==> src/hdl/bfcp_pkg.sv <==
package bfcp_pkg;

   // Default number of byte entries; must be a power of two
   localparam int DEPTH_DEFAULT = 256;

   localparam int OPCODE_W = 4;
   localparam int BYTE_W   = 8;

   // Operation codes
   localparam logic [OPCODE_W-1:0] OP_PUSH        = 4'd0;
   localparam logic [OPCODE_W-1:0] OP_POP         = 4'd1;
   localparam logic [OPCODE_W-1:0] OP_PEEK_HEAD   = 4'd2;
   localparam logic [OPCODE_W-1:0] OP_FLUSH       = 4'd3;
   localparam logic [OPCODE_W-1:0] OP_DRIP_START  = 4'd4;
   localparam logic [OPCODE_W-1:0] OP_DRIP_BYTE   = 4'd5;
   localparam logic [OPCODE_W-1:0] OP_DRIP_COMMIT = 4'd6;
   localparam logic [OPCODE_W-1:0] OP_PEEK_START  = 4'd7;
   localparam logic [OPCODE_W-1:0] OP_PEEK_BYTE   = 4'd8;
   localparam logic [OPCODE_W-1:0] OP_PEEK_REMOVE = 4'd9;
   localparam logic [OPCODE_W-1:0] OP_STATUS      = 4'd10;

   // Port enables from the pointer control to the byte store
   typedef struct packed {
      logic wr_en;
      logic rd_en;
   } store_cmd_type;

endpackage

==> src/hdl/bfcp_store.sv <==
module bfcp_store
   import bfcp_pkg::*;
#(
   parameter int DEPTH = DEPTH_DEFAULT
) (
   input  logic                      clock,
   input  store_cmd_type             cmd,
   input  logic [$clog2(DEPTH)-1:0]  wr_addr,
   input  logic [BYTE_W-1:0]         wr_data,
   input  logic [$clog2(DEPTH)-1:0]  rd_addr,
   output logic [BYTE_W-1:0]         rd_data
);

   localparam int ADDR_W = $clog2(DEPTH);

   logic [BYTE_W-1:0] mem_ff [DEPTH];
   logic [BYTE_W-1:0] rd_data_ff;

   // Write port; a write is seen by reads from the next cycle on
   always_ff @(posedge clock) begin
      if (cmd.wr_en) begin
         mem_ff[wr_addr] <= wr_data;
      end
   end

   // Registered read port; data follows the read enable in the next cycle
   always_ff @(posedge clock) begin
      if (cmd.rd_en) begin
         rd_data_ff <= mem_ff[rd_addr[ADDR_W-1:0]];
      end
   end

   assign rd_data = rd_data_ff;

endmodule

==> src/hdl/bfcp_ctrl.sv <==
module bfcp_ctrl
   import bfcp_pkg::*;
#(
   parameter int DEPTH = DEPTH_DEFAULT
) (
   input  logic                      clock,
   input  logic                      reset,
   input  logic                      accept,
   input  logic [OPCODE_W-1:0]       opcode,
   input  logic [BYTE_W-1:0]         data_byte,
   output store_cmd_type             cmd,
   output logic [$clog2(DEPTH)-1:0]  wr_addr,
   output logic [BYTE_W-1:0]         wr_data,
   output logic [$clog2(DEPTH)-1:0]  rd_addr,
   output logic                      rsp_valid,
   output logic                      rsp_ok,
   output logic                      rsp_rd_sel,
   output logic [$clog2(DEPTH):0]    stored_count,
   output logic [$clog2(DEPTH):0]    dripped_count,
   output logic [$clog2(DEPTH):0]    peeked_count
);

   localparam int ADDR_W = $clog2(DEPTH);
   localparam int PTR_W  = ADDR_W + 1;
   localparam logic [PTR_W-1:0] FULL_DIFF = PTR_W'(DEPTH);

   logic [PTR_W-1:0] wr_ptr_ff, wr_ptr_in;
   logic [PTR_W-1:0] rd_ptr_ff, rd_ptr_in;
   logic [PTR_W-1:0] dr_ptr_ff, dr_ptr_in;
   logic [PTR_W-1:0] pk_ptr_ff, pk_ptr_in;
   logic             valid_ff, ok_ff, ok_in, rd_sel_ff, rd_sel_in;
   logic [PTR_W-1:0] stored_ff, dripped_ff, peeked_ff;
   logic [PTR_W-1:0] stored_now;

   assign stored_now = wr_ptr_ff - rd_ptr_ff;

   // Decode the request and work out the next pointers and store accesses
   always_comb begin
      wr_ptr_in = wr_ptr_ff;
      rd_ptr_in = rd_ptr_ff;
      dr_ptr_in = dr_ptr_ff;
      pk_ptr_in = pk_ptr_ff;
      ok_in     = 1'b1;
      rd_sel_in = 1'b0;
      cmd       = '0;
      wr_addr   = wr_ptr_ff[ADDR_W-1:0];
      wr_data   = data_byte;
      rd_addr   = rd_ptr_ff[ADDR_W-1:0];
      if (accept) begin
         case (opcode)
            OP_PUSH: begin
               if (stored_now == FULL_DIFF) begin
                  ok_in = 1'b0;
               end else begin
                  cmd.wr_en = 1'b1;
                  wr_ptr_in = wr_ptr_ff + PTR_W'(1);
               end
            end
            OP_POP, OP_PEEK_HEAD: begin
               if (stored_now == '0) begin
                  ok_in = 1'b0;
               end else begin
                  cmd.rd_en = 1'b1;
                  rd_sel_in = 1'b1;
                  if (opcode == OP_POP) begin
                     rd_ptr_in = rd_ptr_ff + PTR_W'(1);
                  end
               end
            end
            OP_FLUSH:       rd_ptr_in = wr_ptr_ff;
            OP_DRIP_START:  dr_ptr_in = wr_ptr_ff;
            OP_DRIP_BYTE: begin
               if (PTR_W'(dr_ptr_ff - rd_ptr_ff) == FULL_DIFF) begin
                  ok_in = 1'b0;
               end else begin
                  cmd.wr_en = 1'b1;
                  wr_addr   = dr_ptr_ff[ADDR_W-1:0];
                  dr_ptr_in = dr_ptr_ff + PTR_W'(1);
               end
            end
            OP_DRIP_COMMIT: wr_ptr_in = dr_ptr_ff;
            OP_PEEK_START:  pk_ptr_in = rd_ptr_ff;
            OP_PEEK_BYTE: begin
               if (wr_ptr_ff == pk_ptr_ff) begin
                  ok_in = 1'b0;
               end else begin
                  cmd.rd_en = 1'b1;
                  rd_sel_in = 1'b1;
                  rd_addr   = pk_ptr_ff[ADDR_W-1:0];
                  pk_ptr_in = pk_ptr_ff + PTR_W'(1);
               end
            end
            OP_PEEK_REMOVE: rd_ptr_in = pk_ptr_ff;
            OP_STATUS:      ok_in = 1'b1;
            default:        ok_in = 1'b0;
         endcase
      end
   end

   // Hold pointers and the response flags
   always_ff @(posedge clock) begin
      if (reset) begin
         wr_ptr_ff <= '0;
         rd_ptr_ff <= '0;
         dr_ptr_ff <= '0;
         pk_ptr_ff <= '0;
         valid_ff  <= 1'b0;
         rd_sel_ff <= 1'b0;
      end else begin
         wr_ptr_ff <= wr_ptr_in;
         rd_ptr_ff <= rd_ptr_in;
         dr_ptr_ff <= dr_ptr_in;
         pk_ptr_ff <= pk_ptr_in;
         valid_ff  <= accept;
         rd_sel_ff <= rd_sel_in;
      end
   end

   // Capture the response payload with the counts after the operation
   always_ff @(posedge clock) begin
      if (accept) begin
         ok_ff      <= ok_in;
         stored_ff  <= wr_ptr_in - rd_ptr_in;
         dripped_ff <= dr_ptr_in - wr_ptr_in;
         peeked_ff  <= pk_ptr_in - rd_ptr_in;
      end
   end

   assign rsp_valid     = valid_ff;
   assign rsp_ok        = ok_ff;
   assign rsp_rd_sel    = rd_sel_ff;
   assign stored_count  = stored_ff;
   assign dripped_count = dripped_ff;
   assign peeked_count  = peeked_ff;

   // Each accepted request gives a response on the next cycle
   a_rsp_follows: assert property (@(posedge clock) disable iff (reset)
      accept |=> valid_ff)
      else $error("response missing after request");

   // A push refused on a full FIFO must not touch the store
   a_full_push: assert property (@(posedge clock) disable iff (reset)
      accept && opcode == OP_PUSH && stored_now == FULL_DIFF |-> !cmd.wr_en)
      else $error("store written on full push");

   // The stored count reported matches the pointers left behind
   a_count_match: assert property (@(posedge clock) disable iff (reset)
      valid_ff |-> stored_ff == PTR_W'(wr_ptr_ff - rd_ptr_ff))
      else $error("stored count does not match pointers");

   // Read data is only selected for a successful read
   a_rd_ok: assert property (@(posedge clock) disable iff (reset)
      rd_sel_ff |-> valid_ff && ok_ff)
      else $error("read byte selected on failed request");

endmodule

==> src/hdl/byte_fifo_with_commit_pointers.sv <==
// The response to a request appears in the cycle after it is accepted.
// Throughput: one request per cycle; busy stays low and start is never refused.
// Pointers live in flip-flops, bytes in a single-port-write, registered-read RAM.
// Reset clears the four pointers and the response strobe; RAM contents are left.
// The receiver cannot stall: rsp_valid is high for exactly one cycle per request.
module byte_fifo_with_commit_pointers
   import bfcp_pkg::*;
#(
   parameter int DEPTH = DEPTH_DEFAULT
) (
   input  logic                      clock,
   input  logic                      reset,
   input  logic                      start,
   output logic                      busy,
   input  logic [OPCODE_W-1:0]       req_opcode,
   input  logic [BYTE_W-1:0]         req_data_byte,
   output logic                      rsp_valid,
   output logic                      rsp_ok,
   output logic [BYTE_W-1:0]         rsp_read_byte,
   output logic [$clog2(DEPTH):0]    rsp_stored_count,
   output logic [$clog2(DEPTH):0]    rsp_dripped_count,
   output logic [$clog2(DEPTH):0]    rsp_peeked_count
);

   localparam int ADDR_W = $clog2(DEPTH);

   store_cmd_type     cmd;
   logic [ADDR_W-1:0] wr_addr, rd_addr;
   logic [BYTE_W-1:0] wr_data, rd_data;
   logic              rd_sel;
   logic              accept;

   // Every cycle can take a request
   assign busy   = 1'b0;
   assign accept = start & ~busy;

   bfcp_ctrl #(.DEPTH(DEPTH)) u_ctrl (
      .clock         (clock),
      .reset         (reset),
      .accept        (accept),
      .opcode        (req_opcode),
      .data_byte     (req_data_byte),
      .cmd           (cmd),
      .wr_addr       (wr_addr),
      .wr_data       (wr_data),
      .rd_addr       (rd_addr),
      .rsp_valid     (rsp_valid),
      .rsp_ok        (rsp_ok),
      .rsp_rd_sel    (rd_sel),
      .stored_count  (rsp_stored_count),
      .dripped_count (rsp_dripped_count),
      .peeked_count  (rsp_peeked_count)
   );

   bfcp_store #(.DEPTH(DEPTH)) u_store (
      .clock   (clock),
      .cmd     (cmd),
      .wr_addr (wr_addr),
      .wr_data (wr_data),
      .rd_addr (rd_addr),
      .rd_data (rd_data)
   );

   // Drop the RAM output unless this response carries a read
   assign rsp_read_byte = rd_sel ? rd_data : '0;

endmodule

==> config.mk <==
export PLATFORM = sky130hd
export DESIGN_NAME = byte_fifo_with_commit_pointers
export DESIGN_NICKNAME = d
export VERILOG_FILES = /design/src/hdl/bfcp_pkg.sv /design/src/hdl/bfcp_store.sv /design/src/hdl/bfcp_ctrl.sv /design/src/hdl/byte_fifo_with_commit_pointers.sv
export SDC_FILE = /design/constraint.sdc
export NUM_CORES = 2
export LEC_CHECK = 0
export BUFFER_PORTS_ARGS = -buffer_cell sky130_fd_sc_hd__buf_2
export CORE_ASPECT_RATIO = 0.5
export CORE_UTILIZATION = 57
export DETAILED_ROUTE_END_ITERATION = 10
export GPL_ROUTABILITY_DRIVEN = 1
export PLACE_DENSITY_LB_ADDON = 0.25
export SYNTH_ARGS = -nofsm -noshare
export SYNTH_HDL_FRONTEND = slang
export SYNTH_SLANG_ARGS = --single-unit
==> constraint.sdc <==
create_clock -name clock -period 5.01 [get_ports clock]
set_input_delay 0.2505 -clock clock [delete_from_list [all_inputs] [get_ports clock]]
set_output_delay 0.2505 -clock clock [all_outputs]
set_load 0.02 [all_outputs]
==> summary.txt <==
Status
  • Outcome: finished, final reports clean

STA
  • Final setup viols: 0
  • Worst slew margin: 0.126
  • Actual slew at the worst max-slew pin: 1.30 ns
  • Layout Skew: 0.0238 ns
  • Slew Limit Fails: 0
  • RSZ-0062 raised after global routing: true
  • Hold Worst Slack: 0.0378 ns
  • Final hold violation count: 0
  • Fin crit share: 0.955
  • Fmax: 209 MHz
  • Tmin final: 4.78 ns
  • Final TNS setup: 0 ns

Critical path
  • CP startpoint kind: flop
  • Worst endpoint data arrival time: 5.42 ns
  • Crit-path slowest cell: nor4_1
  • Critical path endpoint category: flop
  • Crit path kind: reg -> reg
  • CP required: 5.65 ns
  • Critical Path Fanout Max: 53
  • Cell mode on critical path: nor4_1
  • Largest stage delay on the critical path: 0.98 ns
  • Critical path cell sequence: xor2_1, nor4_4, a31oi_4, buf_4, o21ai_4, buf_12, buf_12, nand2_1, nand3_1, a31oi_1, nor4_1, nor4_1, buf_4, nor4_1

Synth
  • Synthesized net count: 6740
  • Mapped cell area: 0.0866 mm^2
  • Cells after synthesis: 6678
  • Post-synthesis sequential area ratio: 0.732
  • Post-synth EDFFs: 2084
  • Flops & latches, synth: 2122
  • Post-synth top flop: edfxtp_1
  • Distinct cells, synth: 81
  • Syn avg cell area: 13.0 um^2
  • Syn. warnings: 0
  • Fraction of registers with async set/reset: 0

Placement
  • Port-buffer cells: 51
  • Post-DP HPWL: 156000 um
  • GPL Wtd Cong: 0.918

Pwr
  • Sw Ratio: 0.203
  • Leak: 32.8 nW
  • Share of total power in combinational logic: 0.014
  • Pint: 0.0269 W
  • Flop pwr share: 0.577
  • P per Cell Area: 346 mW/mm^2
  • Switch Pwr: 0.00687 W
  • Worst vdd ir: 0.370 mV
  • Clock share of power: 0.409

CTS
  • CTS Buffer Depth: 3
  • Root Driver: clkbuf_16
  • H-tree depth: 4
  • CTS tree: done
  • Postcts setup bufs: 0
  • Sink Count: 2122
  • Latest clock arrival within the worst-skew pair: 0.84 ns
  • Worst-path clk slew: 0.07 ns
  • CTS buffer count: 176

Final layout
  • Fill count: 10500
  • Net total in the final layout: 7067
  • Register area: 0.0633 mm^2
  • Share of cells above drive strength 1: 0.126
  • Area of the multi-input gates: 0.0210 mm^2
  • Area Overhead vs Synth: 12.9%

Route
  • Final WL: 252000 um
  • WL per Instance: 27.6 um
  • DR vias/cell: 6.47
  • Vias: 59200
  • Detailed Routing Iterations Pass 1: 8
  • DRC: 0
  • Initial DRC count: 9258
  • Remaining antenna violation count: 0

Die
  • Initial Util: 0.578
  • I/O pin count: 53
  • DIE HEIGHT: 278 um
  • CORE AREA: 0.150 mm^2
  • Chip Width: 553 um
  • Num rows: 100
  • Die ar.: 0.154 mm^2

Worst hold path
  • Min-delay worst type: in -> reg

Run
  • Max_cap viols: 0

Global route
  • Gr ovfl total: 0
  • Largest net degree at the start of global routing: 163
  • Number of global-route vias before repair: 55800
  • Global-route wire length before repair: 368000 um
  • GRT Util Overall: 0.326
  • Initial antenna violation count: 10
==> layout make-up <==
class                      instances  area share
timing repair buffer             592      0.0514
clock buffer                     210      0.0471
antenna                            6    0.000154
multi-input combinational       4073       0.215
sequential                      2122       0.648
clock inverter                   109      0.0110
inverter                          40     0.00154
tap                             1989      0.0255
==> critical path, delay by kind of cell (launching register included) <==
| kind | cells | cell delay (ns) |
|---|---|---|
| xor gates and xnor gates | 1 | 0.17 |
| buffers and inverters | 4 | 1.02 |
| DFF | 1 | 0.56 |
| and+or+nand+nor | 6 | 1.97 |
| AOI/OAI and AO/OA | 3 | 0.78 |
==> Yosys cell counts, types with 22 or more instances <==
| master | n | share of area |
|---|---|---|
| a32oi_1 | 52 | 0.0053 |
| a31oi_1 | 64 | 0.0046 |
| mux2i_1 | 92 | 0.011 |
| a221oi_1 | 70 | 0.0071 |
| nor2_1 | 323 | 0.014 |
| a21oi_1 | 441 | 0.025 |
| inv_1 | 39 | 0.0017 |
| nor4_1 | 60 | 0.0043 |
| nand3_1 | 647 | 0.037 |
| a22oi_1 | 115 | 0.010 |
| nor2b_1 | 22 | 0.0016 |
| o21ai_0 | 31 | 0.0018 |
| nand2_1 | 1655 | 0.072 |
| nand2b_1 | 25 | 0.0018 |
| edfxtp_1 | 2084 | 0.72 |
| ha_1 | 44 | 0.0064 |
| dfxtp_1 | 38 | 0.0088 |
| buf_2 | 295 | 0.017 |
| buf_4 | 31 | 0.0027 |
| nand4_1 | 176 | 0.013 |
| xor2_1 | 26 | 0.0026 |
| nor3_1 | 22 | 0.0013 |
| clkbuf_1 | 101 | 0.0044 |
==> power groups by stage <==
| stage | Combinational [W] | Sequential [W] | Clock [W] |
|---|---|---|---|
| 6_report | 0.000482 | 0.0195 | 0.0138 |
| 3_3_place_gp | 0.000461 | 0.0199 | 0 |
| 5_1_grt | 0.000503 | 0.0195 | 0.0145 |
| 4_1_cts | 0.000477 | 0.0195 | 0.0139 |
| 2_1_floorplan | 0.0000705 | 0.0199 | 0 |
| 3_5_place_dp | 0.000475 | 0.0199 | 0 |
==> routing by layer <==
layer	vias up	GRT usage	part of all wire
met4	10	0.114	0.035
li1	25400	-	-
met3	542	0.0777	0.13
met1	29200	0.473	0.39
met2	4072	0.487	0.45
met5	-	0	0.00032
==> logic make-up after synthesis <==
family / synth area share
AND/OR/NAND/NOR: 0.150
flip-flops: 0.732
AO/OA/AOI/OAI: 0.0658
buffers and inverters: 0.0275
multiplexers: 0.0143
adder cells (fa/ha/maj): 0.00705
XOR/XNOR: 0.00390
other: 0.0000433
==> state kept, by name, indices dropped and copies added (netlist names) <==
signal,flops
u_ctrl.peeked_count,9
u_ctrl.rd_ptr_ff,9
u_store.rd_data,8
u_ctrl.dripped_count,9
u_ctrl.rsp_valid,1
u_ctrl.pk_ptr_ff,9
u_ctrl.dr_ptr_ff,9
u_ctrl.wr_ptr_ff,9
u_store.mem_ff,2048
u_ctrl.rsp_rd_sel,1
u_ctrl.stored_count,9
u_ctrl.rsp_ok,1
==> timing repair <==
action	in CTS	in global routing
endpoints found under the setup margin	0	3
hold buffers	3	0
endpoints found under the hold margin	39	0
resized for setup	0	5
==> final timing paths <==
kind	from	endpoint	slack [ns]	cells after the start
hold / removal	reset	u_ctrl.dr_ptr_ff[8]	0.04	2
hold reg to reg	u_ctrl.dr_ptr_ff[6]	u_ctrl.dr_ptr_ff[6]	0.69	2
setup / recovery	u_ctrl.pk_ptr_ff[1]	u_store.rd_data[7]	0.23	14
setup reg to reg	u_ctrl.pk_ptr_ff[1]	u_store.rd_data[7]	0.23	14
==> per-stage QoR <==
stage	setup WS [ns]	cell area [um^2]	utilization	cells	power (W)
3_3_place_gp	0.115	92000	0.614	8813	0.0203
6_report	0.227	97700	0.652	9141	0.0338
3_5_place_dp	0.144	92000	0.614	8813	0.0204
2_1_floorplan	0.195	86600	-	6678	0.0200
4_1_cts	0.131	97700	0.652	9135	0.0338
5_1_grt	-0.0100	97700	0.652	9135	0.0345
==> cell usage in the layout (no fill, tap or decap), drive strengths merged, types with 65 or more instances in the layout <==
| cell | n |
|---|---|
| buf | 582 |
| a21oi | 443 |
| a31oi | 65 |
| a221oi | 72 |
| clkbuf | 217 |
| mux2i | 103 |
| a22oi | 115 |
| nand3 | 651 |
| nand4 | 176 |
| edfxtp | 2084 |
| nor2 | 324 |
| nand2 | 1664 |
| clkinv | 81 |
(Power assumes the default switching activity.)
